**config.mk**
```make
export PLATFORM = sky130hd
export DESIGN_NAME = circular_deque
export DESIGN_NICKNAME = d
export VERILOG_FILES = /design/src/rtl/cdq_pkg.sv /design/src/rtl/cdq_ram.sv /design/src/rtl/circular_deque.sv
export VERILOG_INCLUDE_DIRS = /design/src /design/src/rtl
export SDC_FILE = /design/constraint.sdc
export NUM_CORES = 2
export LEC_CHECK = 0
export ABC_AREA = 0
export BUFFER_PORTS_ARGS = -buffer_cell sky130_fd_sc_hd__buf_2
export CORE_ASPECT_RATIO = 0.75
export CORE_MARGIN = 2
export CORE_UTILIZATION = 49
export DETAILED_ROUTE_END_ITERATION = 7
export PLACE_DENSITY = 0.67
export SLEW_MARGIN = 20
export SYNTH_ARGS = -nofsm -noshare
export SYNTH_HDL_FRONTEND = slang
export SYNTH_SLANG_ARGS = --single-unit
```
**constraint.sdc**
```tcl
create_clock -name clk -period 5 [get_ports clk]
set_clock_uncertainty 0.2 [all_clocks]
set_input_delay 1 -clock clk [delete_from_list [all_inputs] [get_ports clk]]
set_output_delay 1 -clock clk [all_outputs]
set_load 0.02 [all_outputs]
```
**src/rtl/circular_deque_assert.svh**
```systemverilog
// assertion macros for the deque; clk and rst are taken from the module that uses them
`ifndef CIRCULAR_DEQUE_ASSERT_SVH
`define CIRCULAR_DEQUE_ASSERT_SVH

`ifndef SYNTHESIS

// same-cycle implication
`define CDQ_ASSERT_IMP(lbl, ante, cons, msg) \
  lbl: assert property (@(posedge clk) disable iff (rst) (ante) |-> (cons)) else $error(msg);

// next-cycle implication
`define CDQ_ASSERT_NXT(lbl, ante, cons, msg) \
  lbl: assert property (@(posedge clk) disable iff (rst) (ante) |=> (cons)) else $error(msg);

`else

`define CDQ_ASSERT_IMP(lbl, ante, cons, msg)
`define CDQ_ASSERT_NXT(lbl, ante, cons, msg)

`endif

`endif

```
**src/rtl/cdq_pkg.sv**
```systemverilog
`default_nettype none

package cdq_pkg;

  localparam int VALUE_W  = 32;
  localparam int KIND_W   = 3;
  localparam int STATUS_W = 2;

  localparam logic [KIND_W-1:0] KIND_PUSH_FRONT = 3'd0;
  localparam logic [KIND_W-1:0] KIND_PUSH_BACK  = 3'd1;
  localparam logic [KIND_W-1:0] KIND_POP_FRONT  = 3'd2;
  localparam logic [KIND_W-1:0] KIND_POP_BACK   = 3'd3;
  localparam logic [KIND_W-1:0] KIND_TRAVERSE   = 3'd4;

  localparam logic [STATUS_W-1:0] ST_OK    = 2'd0;
  localparam logic [STATUS_W-1:0] ST_EMPTY = 2'd1;
  localparam logic [STATUS_W-1:0] ST_FULL  = 2'd2;

  typedef struct packed {
    logic [KIND_W-1:0]         kind;
    logic signed [VALUE_W-1:0] value;
  } cdq_item_t;

  typedef struct packed {
    logic signed [VALUE_W-1:0] value_res;
    logic [STATUS_W-1:0]       status;
    logic                      last;
  } cdq_result_t;

endpackage

`default_nettype wire

```
**src/rtl/cdq_ram.sv**
```systemverilog
`default_nettype none

module cdq_ram #(
  parameter int WIDTH = 32,
  parameter int DEPTH = 64,
  localparam int AW = (DEPTH > 1) ? $clog2(DEPTH) : 1
) (
  input  wire logic             clk,
  input  wire logic             we,
  input  wire logic [AW-1:0]    waddr,
  input  wire logic [WIDTH-1:0] wdata,
  input  wire logic [AW-1:0]    raddr,
  output logic      [WIDTH-1:0] rdata
);

  logic [WIDTH-1:0] mem [DEPTH];

  always_ff @(posedge clk) begin
    if (we) begin
      mem[waddr] <= wdata;
    end
    rdata <= mem[raddr];
  end

endmodule

`default_nettype wire

```
**src/rtl/circular_deque.sv**
```systemverilog
// Bounded double-ended queue of signed 32-bit values in a single ring memory with one
// write and one registered read port. An item is taken when start is high and busy is
// low; every result appears for exactly one cycle with strobe high, in the cycle after
// the step that produces it, and the receiver cannot stall. Pushes, and pops or
// traversals of an empty queue, complete in S_IDLE, so such items can be issued back to
// back. A pop of a held value passes through S_POP to wait for the registered memory
// read. A traversal of the held values stays in S_WALK and emits one value per cycle
// from the read port. Unknown kinds are taken in S_IDLE and give no result.
`default_nettype none

module circular_deque #(
  parameter int DEPTH = 64
) (
  input  wire logic               clk,
  input  wire logic               rst,
  input  wire logic               start,
  output logic                    busy,
  input  wire cdq_pkg::cdq_item_t item,
  output logic                    strobe,
  output cdq_pkg::cdq_result_t    result
);

`include "circular_deque_assert.svh"

  localparam int AW = (DEPTH > 1) ? $clog2(DEPTH) : 1;
  localparam int CW = $clog2(DEPTH + 1);
  localparam int SW = CW + 1;
  localparam logic [CW-1:0] DEPTH_C  = CW'(DEPTH);
  localparam logic [SW-1:0] DEPTH_S  = SW'(DEPTH);
  localparam logic [AW-1:0] LAST_IDX = AW'(DEPTH - 1);

  typedef enum logic [2:0] {
    S_IDLE = 3'b001,
    S_POP  = 3'b010,
    S_WALK = 3'b100
  } state_t;

  state_t               state, state_next;
  logic [AW-1:0]        head, head_next;
  logic [CW-1:0]        count, count_next;
  logic [AW-1:0]        walk_addr, walk_addr_next;
  logic [AW-1:0]        walk_off, walk_off_next;
  logic                 strobe_next;
  cdq_pkg::cdq_result_t result_next;

  logic                         we;
  logic [AW-1:0]                waddr;
  logic [AW-1:0]                raddr;
  logic [cdq_pkg::VALUE_W-1:0]  rdata;

  logic [AW-1:0] head_dec, head_inc, walk_inc, back_addr, tail_addr;
  logic [SW-1:0] back_sum, tail_sum;
  logic          full, empty, walk_last;

  cdq_ram #(
    .WIDTH (cdq_pkg::VALUE_W),
    .DEPTH (DEPTH)
  ) u_ram (
    .clk   (clk),
    .we    (we),
    .waddr (waddr),
    .wdata (item.value),
    .raddr (raddr),
    .rdata (rdata)
  );

  // ring index arithmetic, one compare-subtract for the wrap
  always_comb begin
    head_dec  = (head == '0) ? LAST_IDX : head - AW'(1);
    head_inc  = (head == LAST_IDX) ? '0 : head + AW'(1);
    walk_inc  = (walk_addr == LAST_IDX) ? '0 : walk_addr + AW'(1);
    back_sum  = SW'(head) + SW'(count);
    tail_sum  = back_sum - SW'(1);
    back_addr = (back_sum >= DEPTH_S) ? AW'(back_sum - DEPTH_S) : AW'(back_sum);
    tail_addr = (tail_sum >= DEPTH_S) ? AW'(tail_sum - DEPTH_S) : AW'(tail_sum);
    full      = (count == DEPTH_C);
    empty     = (count == '0);
    walk_last = ((CW'(walk_off) + CW'(1)) == count);
  end

  assign busy = (state != S_IDLE);

  always_comb begin
    state_next     = state;
    head_next      = head;
    count_next     = count;
    walk_addr_next = walk_addr;
    walk_off_next  = walk_off;
    strobe_next    = 1'b0;
    result_next    = result;
    we             = 1'b0;
    waddr          = head;
    raddr          = head;

    unique case (state)
      S_IDLE: begin
        if (start) begin
          result_next.value_res = '0;
          result_next.status    = cdq_pkg::ST_OK;
          result_next.last      = 1'b1;
          case (item.kind) inside
            cdq_pkg::KIND_PUSH_FRONT, cdq_pkg::KIND_PUSH_BACK: begin
              strobe_next = 1'b1;
              if (full) begin
                result_next.status = cdq_pkg::ST_FULL;
              end else begin
                we         = 1'b1;
                count_next = count + CW'(1);
                if (item.kind == cdq_pkg::KIND_PUSH_FRONT) begin
                  waddr     = head_dec;
                  head_next = head_dec;
                end else begin
                  waddr = back_addr;
                end
              end
            end
            cdq_pkg::KIND_POP_FRONT, cdq_pkg::KIND_POP_BACK: begin
              if (empty) begin
                strobe_next        = 1'b1;
                result_next.status = cdq_pkg::ST_EMPTY;
              end else begin
                count_next = count - CW'(1);
                state_next = S_POP;
                if (item.kind == cdq_pkg::KIND_POP_FRONT) begin
                  raddr     = head;
                  head_next = head_inc;
                end else begin
                  raddr = tail_addr;
                end
              end
            end
            cdq_pkg::KIND_TRAVERSE: begin
              if (empty) begin
                strobe_next        = 1'b1;
                result_next.status = cdq_pkg::ST_EMPTY;
              end else begin
                raddr          = head;
                walk_addr_next = head;
                walk_off_next  = '0;
                state_next     = S_WALK;
              end
            end
            default: begin
            end
          endcase
        end
      end
      S_POP: begin
        strobe_next           = 1'b1;
        result_next.value_res = rdata;
        result_next.status    = cdq_pkg::ST_OK;
        result_next.last      = 1'b1;
        state_next            = S_IDLE;
      end
      S_WALK: begin
        // rdata holds the entry at walk_addr; fetch the one after it meanwhile
        strobe_next           = 1'b1;
        result_next.value_res = rdata;
        result_next.status    = cdq_pkg::ST_OK;
        result_next.last      = walk_last;
        raddr                 = walk_inc;
        walk_addr_next        = walk_inc;
        if (walk_last) begin
          state_next = S_IDLE;
        end else begin
          walk_off_next = walk_off + AW'(1);
        end
      end
      default: begin
        state_next = S_IDLE;
      end
    endcase
  end

  always_ff @(posedge clk) begin
    if (rst) begin
      state  <= S_IDLE;
      head   <= '0;
      count  <= '0;
      strobe <= 1'b0;
    end else begin
      state  <= state_next;
      head   <= head_next;
      count  <= count_next;
      strobe <= strobe_next;
    end
    walk_addr <= walk_addr_next;
    walk_off  <= walk_off_next;
    result    <= result_next;
  end

  `CDQ_ASSERT_IMP(a_count_bound, 1'b1, count <= DEPTH_C, "element count above depth")
  `CDQ_ASSERT_IMP(a_head_bound, 1'b1, head <= LAST_IDX, "head index out of ring")
  `CDQ_ASSERT_NXT(a_pop_empty, start && !busy && count == '0 && (item.kind == cdq_pkg::KIND_POP_FRONT || item.kind == cdq_pkg::KIND_POP_BACK), strobe && result.last && result.status == cdq_pkg::ST_EMPTY, "pop of empty queue not flagged")
  `CDQ_ASSERT_NXT(a_walk_cont, strobe && !result.last, strobe && result.status == cdq_pkg::ST_OK, "traversal beat stream broken")

endmodule

`default_nettype wire
```
==> impl_metrics.csv <==
group,metric,value,unit
synth,synth_nets,4999,
synth,synth_xor_xnor_area_share,0.324,%
place,place.gp.congestion,0.867,
power,p_leak,29.8,nW
die,ioPinCount,75,
synth,yosysTopAreaCellShare,74.3,%
die,die_w,484,um
timing,fin_crit,4.86,ns
synth,synth-edff-count,2095,
die,placeableCoreArea,172000,um^2
synth,synth_compound_area_share,5.23,%
timing,setup_violations,0,
worst_setup_path,crit_slowest_cell,"or4b_1",
timing,hold_viol,0,
global_route,grt_pass1_vias,46300,
layout,final_cell_count_no_fill,7747,
global_route,grt_remaining_overflow,0,
timing,worst_hold_slack,0.289,ns
worst_setup_path,worstPathCellList,"ha_1 -> fa_1 -> inv_1 -> ha_1 -> xnor3_1 -> a2111oi_1 -> a311oi_2 -> buf_4 -> o21ai_4 -> buf_12 -> buf_4 -> o22ai_1 -> o211ai_1 -> o21ai_0 -> or4b_1",
synth,avgSynthCellArea,17.1,um^2
synth,synth_async_sr_flop_share,0,%
place,hpwl,135000,um
clocking,cts_buffers,193,
clocking,htreeDepth,4,
clocking,clock_latency,0.85,ns
timing,fmax,206,MHz
drt,vias,48100,
layout,drive_gt1_share,16.5,%
synth,muxShareOfSynthArea,12.3,%
clocking,clk_pin_slew,0.06,ns
worst_setup_path,r2r_start,"head[0]",
drt,drt_iter0_drc,5911,
synth,synth_most_common_cell,"edfxtp_1",
worst_setup_path,r2r-end,"u_ram.rdata[17]",
min_path,hold_end,"state[1]",
synth,synth_top_family_by_area,"multiplexers",
worst_setup_path,crit_fanout,41,
clocking,cts_buffer_depth,3,
clocking,cts-root-buf,"clkbuf_16",
worst_setup_path,reg2regPathDepth,15,
min_path,hold_class,"in2reg",
min_path,worstHoldStart,"item[33]",
place,dp.cells,7390,
timing,slew_headroom,24.6,%
synth,syn-instance-count,4943,
synth,synthSimpleGateAreaFrac,4.57,%
layout,area_growth,14.5,%
power,ir_drop,347,uV
global_route,grt_antenna_before_repair,12,
worst_setup_path,crit_buf_inv,4,
layout,final_nets,5365,
status,status,"complete, but fails checks",
synth,yosys.area_share.adder,0.284,%
clocking,holdBufCountCts,0,
worst_setup_path,critPathCaptureType,"flop",
timing,finalSetupTns,0,ns
worst_setup_path,slowest_delay,0.59,ns
synth,netlist_area,84700,um^2
global_route,track_usage,25.1,%
place,io_buffers,74,
synth,yosys-top-cells-area,"edfxtp_1, mux2i_1, o22ai_1",
drt,drc,2,
worst_setup_path,path_class,"reg2reg",
synth,yosys_warnings,0,
timing,rsz0062_at_grt,"no",
worst_setup_path,reg2reg_slack,0.14,ns
global_route,grt_pass1_wl,324000,um
global_route,grt_max_degree,124,
flow_run,drv_cap,0,
die,start_util,49.2,%
drt,first_pass_iters,8,
synth,synthDistinctLibCells,71,
timing,worst_slew_pin_slew,1.13,ns
synth,yosysSeqAreaShare,75.5,%
worst_setup_path,crit_required,5.50,ns
power,power_density,393,nW/um^2
worst_setup_path,start_kind,"flop",
drt,finalWirelength,225000,um
synth,synth-seq-cells,2144,
timing,final_max_slew_viol_count,0,
synth,synth_flop_cell,"edfxtp_1",
worst_setup_path,cp_top_family,"compound AO/OA/AOI/OAI gates",
status,violations,"DRC",
drt,ant_nets,0,
clocking,cts.sinks,2144,
synth,netlist_top_cells_count,"edfxtp_1, mux2i_1, nor3_1",
power,power.total,38.1,mW
die,fp-row-count,132,
synth,synth_top_area_cell,"edfxtp_1",
clocking,cts_tree,"done",
die,die-height,364,um
die,die_area,176000,um^2
min_path,hold_depth,3,
worst_setup_path,cp.arrival,5.36,ns
drt,drt-vias-per-instance,6.21,
drt,wire_per_inst,29.0,um
timing,timing.final.crit_share,97.3,%
[stage by stage]
stage / utilization, % / setup WS [ns] / instance area, um^2
floorplan: - / 0.0961 / 84700
global placement: 52.9 / -0.307 / 91000
detailed placement: 52.9 / -0.273 / 91000
CTS: 56.3 / 0.00772 / 96900
global route: 56.4 / 0.0153 / 97000
finish: 56.4 / 0.136 / 97000
[worst max path at each step]
stage,from,to,slack (ns),cells after the start
after floorplan,item[34],u_ram.mem[58][0],0.1,9
after global placement,start,u_ram.rdata[15],-0.31,14
after detailed placement,start,u_ram.rdata[19],-0.27,11
after CTS,head[0],u_ram.rdata[15],0.008,15
after global routing,head[0],u_ram.rdata[6],0.02,16
final,head[0],u_ram.rdata[17],0.14,15
[worst min-delay path: stages]
cell and delay [ns]:
buf_2 0.13, nand2b_1 0.09, nor4_1 0.05
[report_power, final]
part           internal, mW  total [mW]  switching [mW]  leakage, nW
Clock                  7.62        14.1            6.45         2.89
Sequential             19.9        20.1           0.158         19.3
Combinational          1.48        3.99            2.51         7.60
Total                  29.0        38.1            9.12         29.8
[cell usage in the layout (no fill, tap or decap), types with 9 or more instances in the layout]
cell type	instances
dfxtp_1	49
nor4_1	45
clkbuf_16	197
or4b_1	18
nand2_1	29
a211oi_1	16
mux2_2	68
and3_1	9
and2_1	36
xor2_1	10
nor2_4	65
o21ai_0	61
o22a_1	29
o22ai_1	285
o221a_1	9
mux2i_1	964
clkinv_2	26
or4_1	15
inv_1	15
clkbuf_8	14
a21oi_1	19
a2111oi_0	26
edfxtp_1	2095
buf_12	79
nor2_1	141
ha_1	16
nor3_1	293
a21o_1	9
buf_4	329
a222oi_1	13
clkbuf_1	42
clkinv_1	52
o221ai_1	28
xnor2_1	16
nand3_1	73
buf_2	72
o211ai_1	45
o2111ai_1	44
[registers in the layout (all words and copies together), names as in the netlist]
name / flops
u_ram.rdata: 32
head: 6
count: 7
strobe: 1
walk_off: 6
state: 3
u_ram.mem: 2048
result: 35
walk_addr: 6
[cell type report]
| type | count | area [um^2] |
|---|---|---|
| multi-input combinational | 2473 | 19800 |
| tap | 2278 | 2850 |
| inverter | 16 | 60.1 |
| timing repair buffer | 481 | 4420 |
| clock inverter | 98 | 632 |
| fill | 13100 | 75100 |
| sequential | 2144 | 63900 |
| clock buffer | 253 | 5280 |
| antenna | 4 | 10.0 |
[metal layers]
layer  GRT usage, %  vias up  routed length [um]  part of all wire (%)
met5              0        -                  33                 0.015
met4           7.18        4                5760                   2.6
met3           4.82      302               21800                   9.7
met2           38.4     2410              101000                    45
met1           36.9    24700               96100                    43
li1               -    20700                   -                     -
[logic make-up (layout without fill, tap and decap cells)]
group	Yosys count	count (layout)
fa+ha+maj	18	18
xor+xnor	28	28
flops	2144	2144
buf+inv	326	848
other cells	0	4
simple gates	767	767
mux	1032	1032
compound gates	628	628
[timing repair]
item / 4_1_cts / 5_1_grt
endpoints found under the setup margin: 1 / 8
pin swaps: 0 / 2
resized for setup: 1 / 7
buffers inserted: 0 / 0
Power figures use the tool's default switching activity.
